### src/sv/aging_priority_queue_core_defines.svh
// Assertion macros shared by the aging priority queue RTL.
`ifndef AGING_PRIORITY_QUEUE_CORE_DEFINES_SVH
`define AGING_PRIORITY_QUEUE_CORE_DEFINES_SVH

// Same-cycle implication, checked only outside reset.
`define APQ_ASSERT_NOW(label, clk, rst_n, ante, cons, msg) \
  label: assert property (@(posedge clk) disable iff (!rst_n) (ante) |-> (cons)) \
    else $error(msg);

// Next-cycle implication, checked only outside reset.
`define APQ_ASSERT_NEXT(label, clk, rst_n, ante, cons, msg) \
  label: assert property (@(posedge clk) disable iff (!rst_n) (ante) |=> (cons)) \
    else $error(msg);

`endif

### src/sv/apq_pkg.sv
// Types and constants of the aging priority queue.
package apq_pkg;

  localparam int PRIO_W   = 8;
  localparam int TASK_W   = 8;
  localparam int STATUS_W = 2;

  typedef logic [PRIO_W-1:0]   apq_prio_t;
  typedef logic [TASK_W-1:0]   apq_task_t;
  typedef logic [STATUS_W-1:0] apq_status_t;

  localparam logic REQ_PUSH = 1'b0;
  localparam logic REQ_POP  = 1'b1;

  localparam apq_status_t ST_DONE  = 2'd0;
  localparam apq_status_t ST_FULL  = 2'd1;
  localparam apq_status_t ST_EMPTY = 2'd2;

  localparam apq_prio_t PRIO_MAX = '1;

  typedef struct packed {
    logic      req_type;
    apq_prio_t push_priority;
    apq_task_t push_task_id;
  } apq_item_t;

  typedef struct packed {
    apq_status_t status;
    apq_task_t   served_task_id;
    apq_prio_t   served_priority;
  } apq_result_t;

  // One stored slot as it sits in the slot memory.
  typedef struct packed {
    apq_prio_t prio;
    apq_task_t task_id;
  } apq_slot_t;

endpackage

### src/sv/apq_if.sv
// Valid/ready channel interfaces for requests and responses.
interface apq_req_if import apq_pkg::*; ();
  logic      valid;
  logic      ready;
  logic      req_type;
  apq_prio_t push_priority;
  apq_task_t push_task_id;

  modport source (output valid, output req_type, output push_priority,
                  output push_task_id, input ready);
  modport sink (input valid, input req_type, input push_priority,
                input push_task_id, output ready);
endinterface

interface apq_rsp_if import apq_pkg::*; ();
  logic        valid;
  logic        ready;
  apq_status_t status;
  apq_task_t   served_task_id;
  apq_prio_t   served_priority;

  modport source (output valid, output status, output served_task_id,
                  output served_priority, input ready);
  modport sink (input valid, input status, input served_task_id,
                input served_priority, output ready);
endinterface

### src/sv/apq_ram.sv
// Generic single-port-write, single-port-read RAM with registered read data.
module apq_ram #(
  parameter int WIDTH = 16,
  parameter int DEPTH = 16
) (
  input  logic                     clk,
  input  logic                     wr_en,
  input  logic [$clog2(DEPTH)-1:0] wr_addr,
  input  logic [WIDTH-1:0]         wr_data,
  input  logic                     rd_en,
  input  logic [$clog2(DEPTH)-1:0] rd_addr,
  output logic [WIDTH-1:0]         rd_data
);

  logic [WIDTH-1:0] mem_r [DEPTH];
  logic [WIDTH-1:0] rd_data_r;

  always_ff @(posedge clk) begin
    if (wr_en) begin
      mem_r[wr_addr] <= wr_data;
    end
    if (rd_en) begin
      rd_data_r <= mem_r[rd_addr];
    end
  end

  assign rd_data = rd_data_r;

endmodule

### src/sv/aging_priority_queue_core.sv
// Top level of the aging priority queue: sequencer, slot scan unit and output register.
//
//   Channel   Dir  Beat contents                                   Handshake
//   in_req    in   req_type, push_priority, push_task_id           valid/ready
//   out_rsp   out  status, served_task_id, served_priority         valid/ready
//
// A push scans the valid bits one slot per cycle from slot 0 and writes the first
// free slot; if no slot is free it answers full.
// A pop on a non-empty store streams every slot through the one compare and
// increment unit behind the slot memory's registered read port.
// A pop on an empty store answers empty without a scan.
// Reset is synchronous and active low; it clears all valid bits and the control
// state. The slot memory is not cleared, since data of invalid slots is never used.
// The request side is ready only while the sequencer is idle. The response sits in
// its own register, so a new request is taken while a response still waits; the
// sequencer holds a finished result until that register frees up.
`include "aging_priority_queue_core_defines.svh"

module aging_priority_queue_core import apq_pkg::*; #(
  parameter int DEPTH = 16
) (
  input  logic       clk,
  input  logic       rst_n,
  apq_req_if.sink    in_req,
  apq_rsp_if.source  out_rsp
);

  localparam int IDX_W = $clog2(DEPTH);
  localparam logic [IDX_W-1:0] LAST_IDX = IDX_W'(DEPTH - 1);

  // Sequencer states.
  localparam logic [1:0] S_IDLE = 2'd0;
  localparam logic [1:0] S_PUSH = 2'd1;
  localparam logic [1:0] S_POP  = 2'd2;
  localparam logic [1:0] S_FIN  = 2'd3;

  logic [1:0]       state_r;
  logic [DEPTH-1:0] valid_r;
  apq_item_t        item_r;

  // Scan counters: scan_idx_r is the slot being looked at (push) or the read
  // address being issued (pop). pend_* tracks the slot whose data comes back.
  logic [IDX_W-1:0] scan_idx_r;
  logic             issue_r;
  logic             pend_vld_r;
  logic [IDX_W-1:0] pend_idx_r;

  // Running maximum of the pop scan.
  logic             best_found_r;
  logic             best_found_nxt;
  logic [IDX_W-1:0] best_idx_r;
  logic [IDX_W-1:0] best_idx_nxt;
  apq_prio_t        best_prio_r;
  apq_prio_t        best_prio_nxt;
  apq_task_t        best_task_r;
  apq_task_t        best_task_nxt;

  apq_result_t res_r;
  apq_result_t out_res_r;
  logic        out_valid_r;

  // Slot memory ports.
  logic             ram_wr_en;
  logic [IDX_W-1:0] ram_wr_addr;
  apq_slot_t        ram_wr_data;
  logic             ram_rd_en;
  apq_slot_t        ram_rd_data;

  logic      in_fire;
  logic      out_free;
  logic      slot_live;
  logic      take;
  logic      scan_end;
  apq_prio_t aged_prio;

  apq_ram #(
    .WIDTH ($bits(apq_slot_t)),
    .DEPTH (DEPTH)
  ) u_slot_ram (
    .clk     (clk),
    .wr_en   (ram_wr_en),
    .wr_addr (ram_wr_addr),
    .wr_data (ram_wr_data),
    .rd_en   (ram_rd_en),
    .rd_addr (scan_idx_r),
    .rd_data (ram_rd_data)
  );

  assign in_req.ready = (state_r == S_IDLE);
  assign in_fire      = in_req.valid && in_req.ready;
  assign out_free     = !out_valid_r || out_rsp.ready;

  // Shared compare and increment unit, fed by the slot returning from memory.
  assign slot_live = pend_vld_r && valid_r[pend_idx_r];
  assign take      = slot_live && (!best_found_r || (ram_rd_data.prio > best_prio_r));
  assign aged_prio = (ram_rd_data.prio == PRIO_MAX) ? ram_rd_data.prio
                                                    : ram_rd_data.prio + PRIO_W'(1);
  assign scan_end  = pend_vld_r && (pend_idx_r == LAST_IDX);

  always_comb begin
    best_found_nxt = best_found_r || take;
    best_idx_nxt   = take ? pend_idx_r : best_idx_r;
    best_prio_nxt  = take ? ram_rd_data.prio : best_prio_r;
    best_task_nxt  = take ? ram_rd_data.task_id : best_task_r;
  end

  // The pop scan ages every live slot as it passes; the winner is aged too, but
  // its valid bit drops at the end of the scan, so that write never matters.
  always_comb begin
    ram_rd_en   = (state_r == S_POP) && issue_r;
    ram_wr_en   = 1'b0;
    ram_wr_addr = scan_idx_r;
    ram_wr_data = '{prio: item_r.push_priority, task_id: item_r.push_task_id};
    if (state_r == S_PUSH) begin
      ram_wr_en = !valid_r[scan_idx_r];
    end else if (state_r == S_POP) begin
      ram_wr_en   = slot_live;
      ram_wr_addr = pend_idx_r;
      ram_wr_data = '{prio: aged_prio, task_id: ram_rd_data.task_id};
    end
  end

  always_ff @(posedge clk) begin
    if (!rst_n) begin
      state_r      <= S_IDLE;
      valid_r      <= '0;
      issue_r      <= 1'b0;
      pend_vld_r   <= 1'b0;
      best_found_r <= 1'b0;
      out_valid_r  <= 1'b0;
    end else begin
      if (out_valid_r && out_rsp.ready) begin
        out_valid_r <= 1'b0;
      end
      unique case (state_r)
        S_IDLE: begin
          if (in_fire) begin
            item_r       <= '{req_type: in_req.req_type,
                              push_priority: in_req.push_priority,
                              push_task_id: in_req.push_task_id};
            scan_idx_r   <= '0;
            pend_vld_r   <= 1'b0;
            best_found_r <= 1'b0;
            if (in_req.req_type == REQ_PUSH) begin
              state_r <= S_PUSH;
            end else if (valid_r == '0) begin
              res_r   <= '{status: ST_EMPTY, served_task_id: '0, served_priority: '0};
              state_r <= S_FIN;
            end else begin
              issue_r <= 1'b1;
              state_r <= S_POP;
            end
          end
        end
        S_PUSH: begin
          if (!valid_r[scan_idx_r]) begin
            valid_r[scan_idx_r] <= 1'b1;
            res_r   <= '{status: ST_DONE, served_task_id: '0, served_priority: '0};
            state_r <= S_FIN;
          end else if (scan_idx_r == LAST_IDX) begin
            res_r   <= '{status: ST_FULL, served_task_id: '0, served_priority: '0};
            state_r <= S_FIN;
          end else begin
            scan_idx_r <= scan_idx_r + IDX_W'(1);
          end
        end
        S_POP: begin
          pend_vld_r <= issue_r;
          pend_idx_r <= scan_idx_r;
          if (issue_r) begin
            if (scan_idx_r == LAST_IDX) begin
              issue_r <= 1'b0;
            end else begin
              scan_idx_r <= scan_idx_r + IDX_W'(1);
            end
          end
          best_found_r <= best_found_nxt;
          best_idx_r   <= best_idx_nxt;
          best_prio_r  <= best_prio_nxt;
          best_task_r  <= best_task_nxt;
          if (scan_end) begin
            pend_vld_r             <= 1'b0;
            valid_r[best_idx_nxt]  <= 1'b0;
            res_r   <= '{status: ST_DONE, served_task_id: best_task_nxt,
                         served_priority: best_prio_nxt};
            state_r <= S_FIN;
          end
        end
        S_FIN: begin
          if (out_free) begin
            out_valid_r <= 1'b1;
            state_r     <= S_IDLE;
          end
        end
        default: begin
          state_r <= S_IDLE;
        end
      endcase
    end
  end

  // Response payload register, loaded when a finished result moves out.
  always_ff @(posedge clk) begin
    if ((state_r == S_FIN) && out_free) begin
      out_res_r <= res_r;
    end
  end

  assign out_rsp.valid           = out_valid_r;
  assign out_rsp.status          = out_res_r.status;
  assign out_rsp.served_task_id  = out_res_r.served_task_id;
  assign out_rsp.served_priority = out_res_r.served_priority;

  // An accepted request always starts work.
  `APQ_ASSERT_NEXT(a_accept_starts, clk, rst_n, in_fire, state_r != S_IDLE,
                   "request accepted but sequencer idle")
  // A successful push fills exactly one slot.
  `APQ_ASSERT_NEXT(a_push_fills_one, clk, rst_n, (state_r == S_PUSH) && !valid_r[scan_idx_r],
                   $countones(valid_r) == $past($countones(valid_r)) + 1,
                   "push did not fill exactly one slot")
  // The end of a pop scan frees exactly one slot.
  `APQ_ASSERT_NEXT(a_pop_frees_one, clk, rst_n, (state_r == S_POP) && scan_end,
                   $countones(valid_r) == $past($countones(valid_r)) - 1,
                   "pop did not free exactly one slot")
  // A pop scan only starts on a non-empty store, so it always finds a winner.
  `APQ_ASSERT_NOW(a_pop_has_winner, clk, rst_n, (state_r == S_POP) && scan_end,
                  best_found_nxt, "pop scan ended without a winner")
  // Refused or empty responses carry no task.
  `APQ_ASSERT_NOW(a_no_task_on_fail, clk, rst_n, out_valid_r && (out_res_r.status != ST_DONE),
                  (out_res_r.served_task_id == '0) && (out_res_r.served_priority == '0),
                  "failed response carries task data")

endmodule
### src/flat_wrapper.sv
// flat-port wrapper written by rule: the top's interface ports become plain ports
module aging_priority_queue_core_flat import apq_pkg::*;
#(
  parameter int DEPTH = 16
)
  (clk, rst_n, in_req_valid, in_req_req_type, in_req_push_priority, in_req_push_task_id, in_req_ready, out_rsp_valid, out_rsp_status, out_rsp_served_task_id, out_rsp_served_priority, out_rsp_ready);
  apq_req_if in_req_i ();
  apq_rsp_if out_rsp_i ();
  input  logic clk;
  input  logic rst_n;
  input wire logic [$bits(in_req_i.valid)-1:0] in_req_valid;
  input wire logic [$bits(in_req_i.req_type)-1:0] in_req_req_type;
  input wire logic [$bits(in_req_i.push_priority)-1:0] in_req_push_priority;
  input wire logic [$bits(in_req_i.push_task_id)-1:0] in_req_push_task_id;
  output wire logic [$bits(in_req_i.ready)-1:0] in_req_ready;
  output wire logic [$bits(out_rsp_i.valid)-1:0] out_rsp_valid;
  output wire logic [$bits(out_rsp_i.status)-1:0] out_rsp_status;
  output wire logic [$bits(out_rsp_i.served_task_id)-1:0] out_rsp_served_task_id;
  output wire logic [$bits(out_rsp_i.served_priority)-1:0] out_rsp_served_priority;
  input wire logic [$bits(out_rsp_i.ready)-1:0] out_rsp_ready;
  assign in_req_i.valid = in_req_valid;
  assign in_req_i.req_type = in_req_req_type;
  assign in_req_i.push_priority = in_req_push_priority;
  assign in_req_i.push_task_id = in_req_push_task_id;
  assign in_req_ready = in_req_i.ready;
  assign out_rsp_valid = out_rsp_i.valid;
  assign out_rsp_status = out_rsp_i.status;
  assign out_rsp_served_task_id = out_rsp_i.served_task_id;
  assign out_rsp_served_priority = out_rsp_i.served_priority;
  assign out_rsp_i.ready = out_rsp_ready;
  aging_priority_queue_core #(.DEPTH(DEPTH)) u_core (.clk(clk), .rst_n(rst_n), .in_req(in_req_i), .out_rsp(out_rsp_i));
endmodule
### config.mk
export PLATFORM = sky130hd
export DESIGN_NAME = aging_priority_queue_core_flat
export DESIGN_NICKNAME = d
export VERILOG_FILES = /design/src/sv/apq_pkg.sv /design/src/sv/apq_if.sv /design/src/sv/apq_ram.sv /design/src/sv/aging_priority_queue_core.sv /design/src/flat_wrapper.sv
export VERILOG_INCLUDE_DIRS = /design/src /design/src/sv
export SDC_FILE = /design/constraint.sdc
export NUM_CORES = 1
export LEC_CHECK = 0
export ABC_AREA = 1
export BUFFER_PORTS_ARGS = -buffer_cell sky130_fd_sc_hd__buf_4
export CAP_MARGIN = 30
export CORE_MARGIN = 2
export CORE_UTILIZATION = 65
export CTS_BUF_LIST = sky130_fd_sc_hd__clkbuf_4 sky130_fd_sc_hd__clkbuf_8
export CTS_CLUSTER_SIZE = 12
export DETAILED_ROUTE_END_ITERATION = 12
export PLACE_DENSITY_LB_ADDON = 0.1
export SYNTH_ARGS = -nofsm -noshare
export SYNTH_HDL_FRONTEND = slang
export SYNTH_SLANG_ARGS = --single-unit
### constraint.sdc
create_clock -name clk -period 5 [get_ports clk]
set_clock_uncertainty 0.2 [all_clocks]
set_input_delay 0.75 -clock clk [delete_from_list [all_inputs] [get_ports clk]]
set_output_delay 0.75 -clock clk [all_outputs]
set_load 0.05 [all_outputs]
== Yosys cells after proc, flatten, opt, wreduce, memory -nomap -nowiden ==
Memories as Yosys holds them, arrays and structs flattened. A register that Yosys moved wholly into a read port is not among the register bits.
Index checks and enable logic that the tools add are counted.
Cells by class
  $add $sub $neg: 2
  $mul: 0
  divide/modulo/power cells: 0
  magnitude comparators: 6
  eq/ne operators: 16
  shift-type cells: 0
  muxes and demuxes: 56
  bitwise gates (word level): 3
  reduce and logical (&&, ||, !) cells: 28
Operators with widths (number)
  $mux 18: 6
  $mux 16: 4
  $pmux 18 s3: 1
  $pmux 16 s2: 1
  $mux 4: 7
  $mux 8: 3
  $mux 1: 19
  $and 16x16->16: 1
  $logic_not 16->1: 1
  $not 16->16: 1
  $or 16x16->16: 1
  $lt 4x5->1 const B: 3
  $mux 2: 6
  $ne 2x2->1 const B: 6
  $pmux 4 s3: 1
  $logic_and 1x1->1: 9
  $add 8x1->8 const B: 1
  $bmux 1 s4: 2
  $demux 1 s4: 2
  $eq 4x4->1 const B: 2
  $eq 8x8->1 const B: 1
  $ge 4x1->1 const B: 2
  $gt 8x8->1: 1
  $pmux 2 s4: 1
  16 further kinds: 29
Storage, ports and cells
  bits in registers: 102
  bits in latches: 0
  RAM bits: 256
  bits in read-only memories: 0
  input port bits: 21
  memories kept: 1
Memory list
  u_core.u_slot_ram.mem_r: depth 16, width 16, read ports 1, clocked after memory_dff 1, write ports 1, RTL line apq_ram.sv:15  | logic [WIDTH-1:0] mem_r [DEPTH];

== Depth between registers and ports, before layout ==
  depth after elaboration: 13
  depth in mapped cells: 18

== Cells and area by module ==
A second synthesis with hierarchy kept.
Unflattened totals
  cell total of the unflattened synthesis: 1678
  area total of the unflattened synthesis: 16931.2 um^2
By module, submodules not included
  apq_ram: times used 1, cells an instance 1074, area an instance 11541.1 um^2
  aging_priority_queue_core: times used 1, cells an instance 604, area an instance 5390.2 um^2

== Worst setup path after synthesis ==
Ideal clock, no wire load.
  path kind: reg-to-reg
  from: register u_core.state_r[0]
  to: memory u_core.u_slot_ram.mem_r[12][0] (enable)
  setup time: 0.388 ns
  arrival time: 2.323 ns
  required time: 4.412 ns
  path slack: 2.089 ns
  stages on the path, launching flop included: 11
  buffers on the path: 1
  clock period less this slack: 2.911 ns
  path through: dfxtp_1 > inv_1 > ha_1 > inv_1 > nor2_4 > inv_1 > buf_2 > nand2_1 > o21ai_1 > nand2_1 > nor2_1
Between the ends
  longest elaborated chain between the ends: 5
  elaborated cells on any way between the ends: 8
Ends and longest elaborated chain
  from (decl): RTL line aging_priority_queue_core.sv:37  | logic [1:0] state_r;
  from (signal assigned): RTL line aging_priority_queue_core.sv:125  | state_r <= S_IDLE;
  from (signal assigned): RTL line aging_priority_queue_core.sv:145  | state_r <= S_PUSH;
  from (signal assigned): RTL line aging_priority_queue_core.sv:148  | state_r <= S_FIN;
  $eq 2x2->1: RTL line aging_priority_queue_core.sv:116  | end else if (state_r == S_POP) begin
  $mux 1: RTL line aging_priority_queue_core.sv:116
  $mux 1: RTL line aging_priority_queue_core.sv:114  | if (state_r == S_PUSH) begin
  $mux 1: RTL line apq_ram.sv:19  | if (wr_en) begin
  $mux 1 (implied by the code): RTL line apq_ram.sv:20  | mem_r[wr_addr] <= wr_data;
  to (decl): RTL line apq_ram.sv:15
Several ways; a longest one is shown, not always the timed one.

== Final worst setup path ==
  from: register u_core.state_r[0]
  to: memory u_core.u_slot_ram.mem_r[15][7] (enable)
The elaborated chain is that of the path after synthesis.

==> results.yml <==
cts:
  cts_resized: 0
  cts_tree: "yes"
  cts.sinks: 374
  ctsHoldBuffers: 0
  ctsRootBufferMaster: "clkbuf_8"
  cts_buffer_depth: 3
  post_cts_buffers: 0
  htree_levels: 2
  numCtsBuffers: 57
  clkSlewWorstSetupHoldPaths_ns: 0.06
  insertion_delay_ns: 0.60
sta:
  slew_violations: 0
  post-route-min-period_ns: 3.95
  tightest_slew_ns: 0.954
  fin_hold_ws_ns: 0.143
  final.setup.tns_ns: 0
  period_share_pct: 79.1
  final_hold_viol_count: 0
  setup_viol: 0
  max_freq_mhz: 253
  relSlewSlack_pct: 36.3
  rsz0062_at_grt: "no"
layout:
  nets: 1440
  fill_cells: 1618
  postLayoutCoreUtil_pct: 73.5
  drive_gt1_share_pct: 13.3
  diodes: 0
  syn2layout_area_growth_pct: 10.4
min_path:
  hp-class: "in2reg"
  hold_path_end: "u_core.item_r[8]$_DFFE_PP_"
  hp-start: "in_req_push_priority[0]"
  holdPathStages: 1
critical_path:
  cp.arrival_ns: 3.96
  crit_path_start: "u_core.state_r[0]$_SDFFE_PN0P_"
  r2r_setup_slack_ns: 1.05
  critPathKind: "reg2reg"
  worst-path-max-fanout: 25
  worst_setup_path_start_kind: "flip-flop"
  r2r_cells: 8
  reg2reg_to: "u_core.u_slot_ram.mem_r[15][7]$_DFFE_PP_"
  critPathCaptureType: "flip-flop"
  cp.required_ns: 5.01
  timing.rr.start: "u_core.state_r[0]$_SDFFE_PN0P_"
synth:
  synth_cell_types: 40
  syn_inst: 1355
  ys_seq_area_share_pct: 70.3
  syn_avg_cell_area_sq_um: 11.6
  yosys_warnings: 0
  synth_seq_cells: 374
  synth_area_sq_um: 15700
  syn-num-nets: 1393
power:
  leakagePower_nw: 6.15
  power_density_nw_per_um2: 514
  irDropWorstVdd_mv: 0.408
routing:
  remaining_drc_errors: 0
  wl_per_cell_um: 20.2
  drt_iter0_drc: 1138
  first_pass_iters: 6
  avgViaCountPerCell: 5.89
  vias: 10375
  detail-route-antenna-nets: 0
  routed_wl_um: 35500
floorplanning:
  core_area_sq_um: 23500
  placementRows: 56
  pin_count: 41
  initial_core_util_pct: 66.5
  die_area_sq_um: 25400
  die_h_um: 159
  die_x_um: 159
place:
  gp_congestion: 0.962
  hpwlAfterDp_um: 23000
  portBuffers: 40
global_route:
  grt_pass1_vias: 9677
  grt_usage_pct: 28.1
  grt.overflow.total: 0
  grt_max_degree: 99
  grt_pass1_wl_um: 54500
  antenna_found_initial: 0
outcome:
  outcome: "complete, no violations"
job:
  cap_violations: 0
area by class of cell:
type | instances | area [sq um] | area share [%]
clock inverter | 28 | 163 | 0.940
sequential | 374 | 11000 | 63.7
multi-input combinational | 823 | 4060 | 23.4
timing repair buffer | 56 | 448 | 2.59
clock buffer | 70 | 882 | 5.10
inverter | 90 | 339 | 1.96
tap | 319 | 399 | 2.31
cell usage in the layout (no fill, tap or decap), types with 3 or more instances in the layout:
cell / n
a21oi_1: 20
buf_4: 54
clkbuf_4: 13
clkbuf_8: 57
clkinv_1: 15
clkinv_2: 10
dfxtp_1: 22
edfxtp_1: 352
ha_1: 17
inv_1: 86
inv_2: 3
nand2_1: 231
nand2_2: 4
nand3_1: 34
nand3_2: 3
nand4_1: 26
nor2_1: 190
nor2_2: 18
nor3_1: 5
nor4_1: 6
o211ai_1: 6
o21ai_0: 142
o21ai_1: 21
o21ai_2: 16
o22ai_1: 64
per-stage QoR:
step                      cell area [sq um]  power (mW)  setup slack [ns]  cells
after CTS                             17300        8.87              1.17   1759
after detailed placement              16200        6.56              1.19   1661
after global routing                  17300        9.29             0.826   1760
after floorplan                       15700        5.73              2.09   1355
final                                 17300        8.89              1.05   1760
after global placement                16200        6.50              1.31   1660
routing by layer:
| layer | vias to the layer above | GRT usage (%) | share of wire (%) | wire [um] |
|---|---|---|---|---|
| li1 | 4893 | - | - | - |
| met1 | 4854 | 40.1 | 40 | 14300 |
| met2 | 546 | 44.9 | 47 | 16600 |
| met3 | 82 | 5.16 | 10 | 3540 |
| met5 | - | 0 | 0 | 0 |
| met4 | 0 | 8.88 | 2.9 | 1030 |
cells in the mapped netlist (all sizes together):
master | number | area [sq um]
mux2i | 1 | 10.0
a21oi | 21 | 116
or2 | 1 | 6.26
a2111oi | 1 | 8.76
and3 | 1 | 6.26
xnor2 | 1 | 8.76
buf | 14 | 96.3
o21a | 2 | 15.0
dfxtp | 22 | 440
o22ai | 64 | 400
nand4 | 26 | 163
nand2b | 1 | 6.26
ha | 17 | 213
nand3b | 1 | 7.51
edfxtp | 352 | 10600
nand2 | 237 | 915
o211ai | 6 | 45.0
nand3 | 39 | 235
nor4 | 6 | 37.5
a31oi | 1 | 6.26
inv | 90 | 338
nor2 | 210 | 803
clkbuf | 54 | 206
nor3 | 5 | 25.0
o2111ai | 1 | 8.76
xor2 | 2 | 17.5
o21ai | 179 | 956
registers in the layout, indices dropped and copies added, names as in the netlist:
name and flops:
u_core.item_r 16, u_core.out_rsp.served_task_id 8, u_core.out_rsp.served_priority 8, u_core.best_prio_r 8, u_core.issue_r 1, u_core.best_found_r 1, u_core.out_rsp.status 2, u_core.res_r 18
u_core.out_rsp.valid 1, u_core.state_r 2, u_core.best_idx_r 4, u_core.u_slot_ram.mem_r 256, u_core.valid_r 16, u_core.scan_idx_r 4, u_core.pend_vld_r 1, u_core.u_slot_ram.rd_data 16
u_core.best_task_r 8, u_core.pend_idx_r 4
how the worst max path moves through the flow:
stage                                          endpoint  cells past startpoint
2_1_floorplan  u_core.u_slot_ram.mem_r[12][0]$_DFFE_PP_                     10
5_1_grt        u_core.u_slot_ram.mem_r[8][12]$_DFFE_PP_                      8
6_report       u_core.u_slot_ram.mem_r[15][7]$_DFFE_PP_                      8
3_5_place_dp   u_core.u_slot_ram.mem_r[15][3]$_DFFE_PP_                      8
3_3_place_gp   u_core.u_slot_ram.mem_r[15][2]$_DFFE_PP_                      8
4_1_cts        u_core.u_slot_ram.mem_r[15][7]$_DFFE_PP_                      8
worst max-delay path, cell delays in order, from the launching register on:
cell     delay [ns]
dfxtp_1        0.33
inv_1          0.10
ha_1           0.25
inv_1          0.18
nor2_4         0.33
inv_1          0.48
o21ai_1        0.52
nand3_1        0.35
nor2_2         0.82
cell families (layout without fill, tap and decap cells):
group | after synthesis | after routing | synth area share, %
simple gates | 527 | 527 | 14.1
xor+xnor | 3 | 3 | 0.168
compound gates | 275 | 275 | 9.94
mux | 1 | 1 | 0.0639
buf+inv | 158 | 244 | 4.09
flops | 374 | 374 | 70.3
fa+ha+maj | 17 | 17 | 1.36
power by group:
part / leakage, nW / switching (mW) / internal [mW] / total, mW
combinational: 2.23 / 1.87 / 0.605 / 2.48
sequential: 3.37 / 0.103 / 3.98 / 4.09
clock: 0.550 / 1.11 / 1.21 / 2.32
No activity file was read; power rests on OpenSTA's default activity.
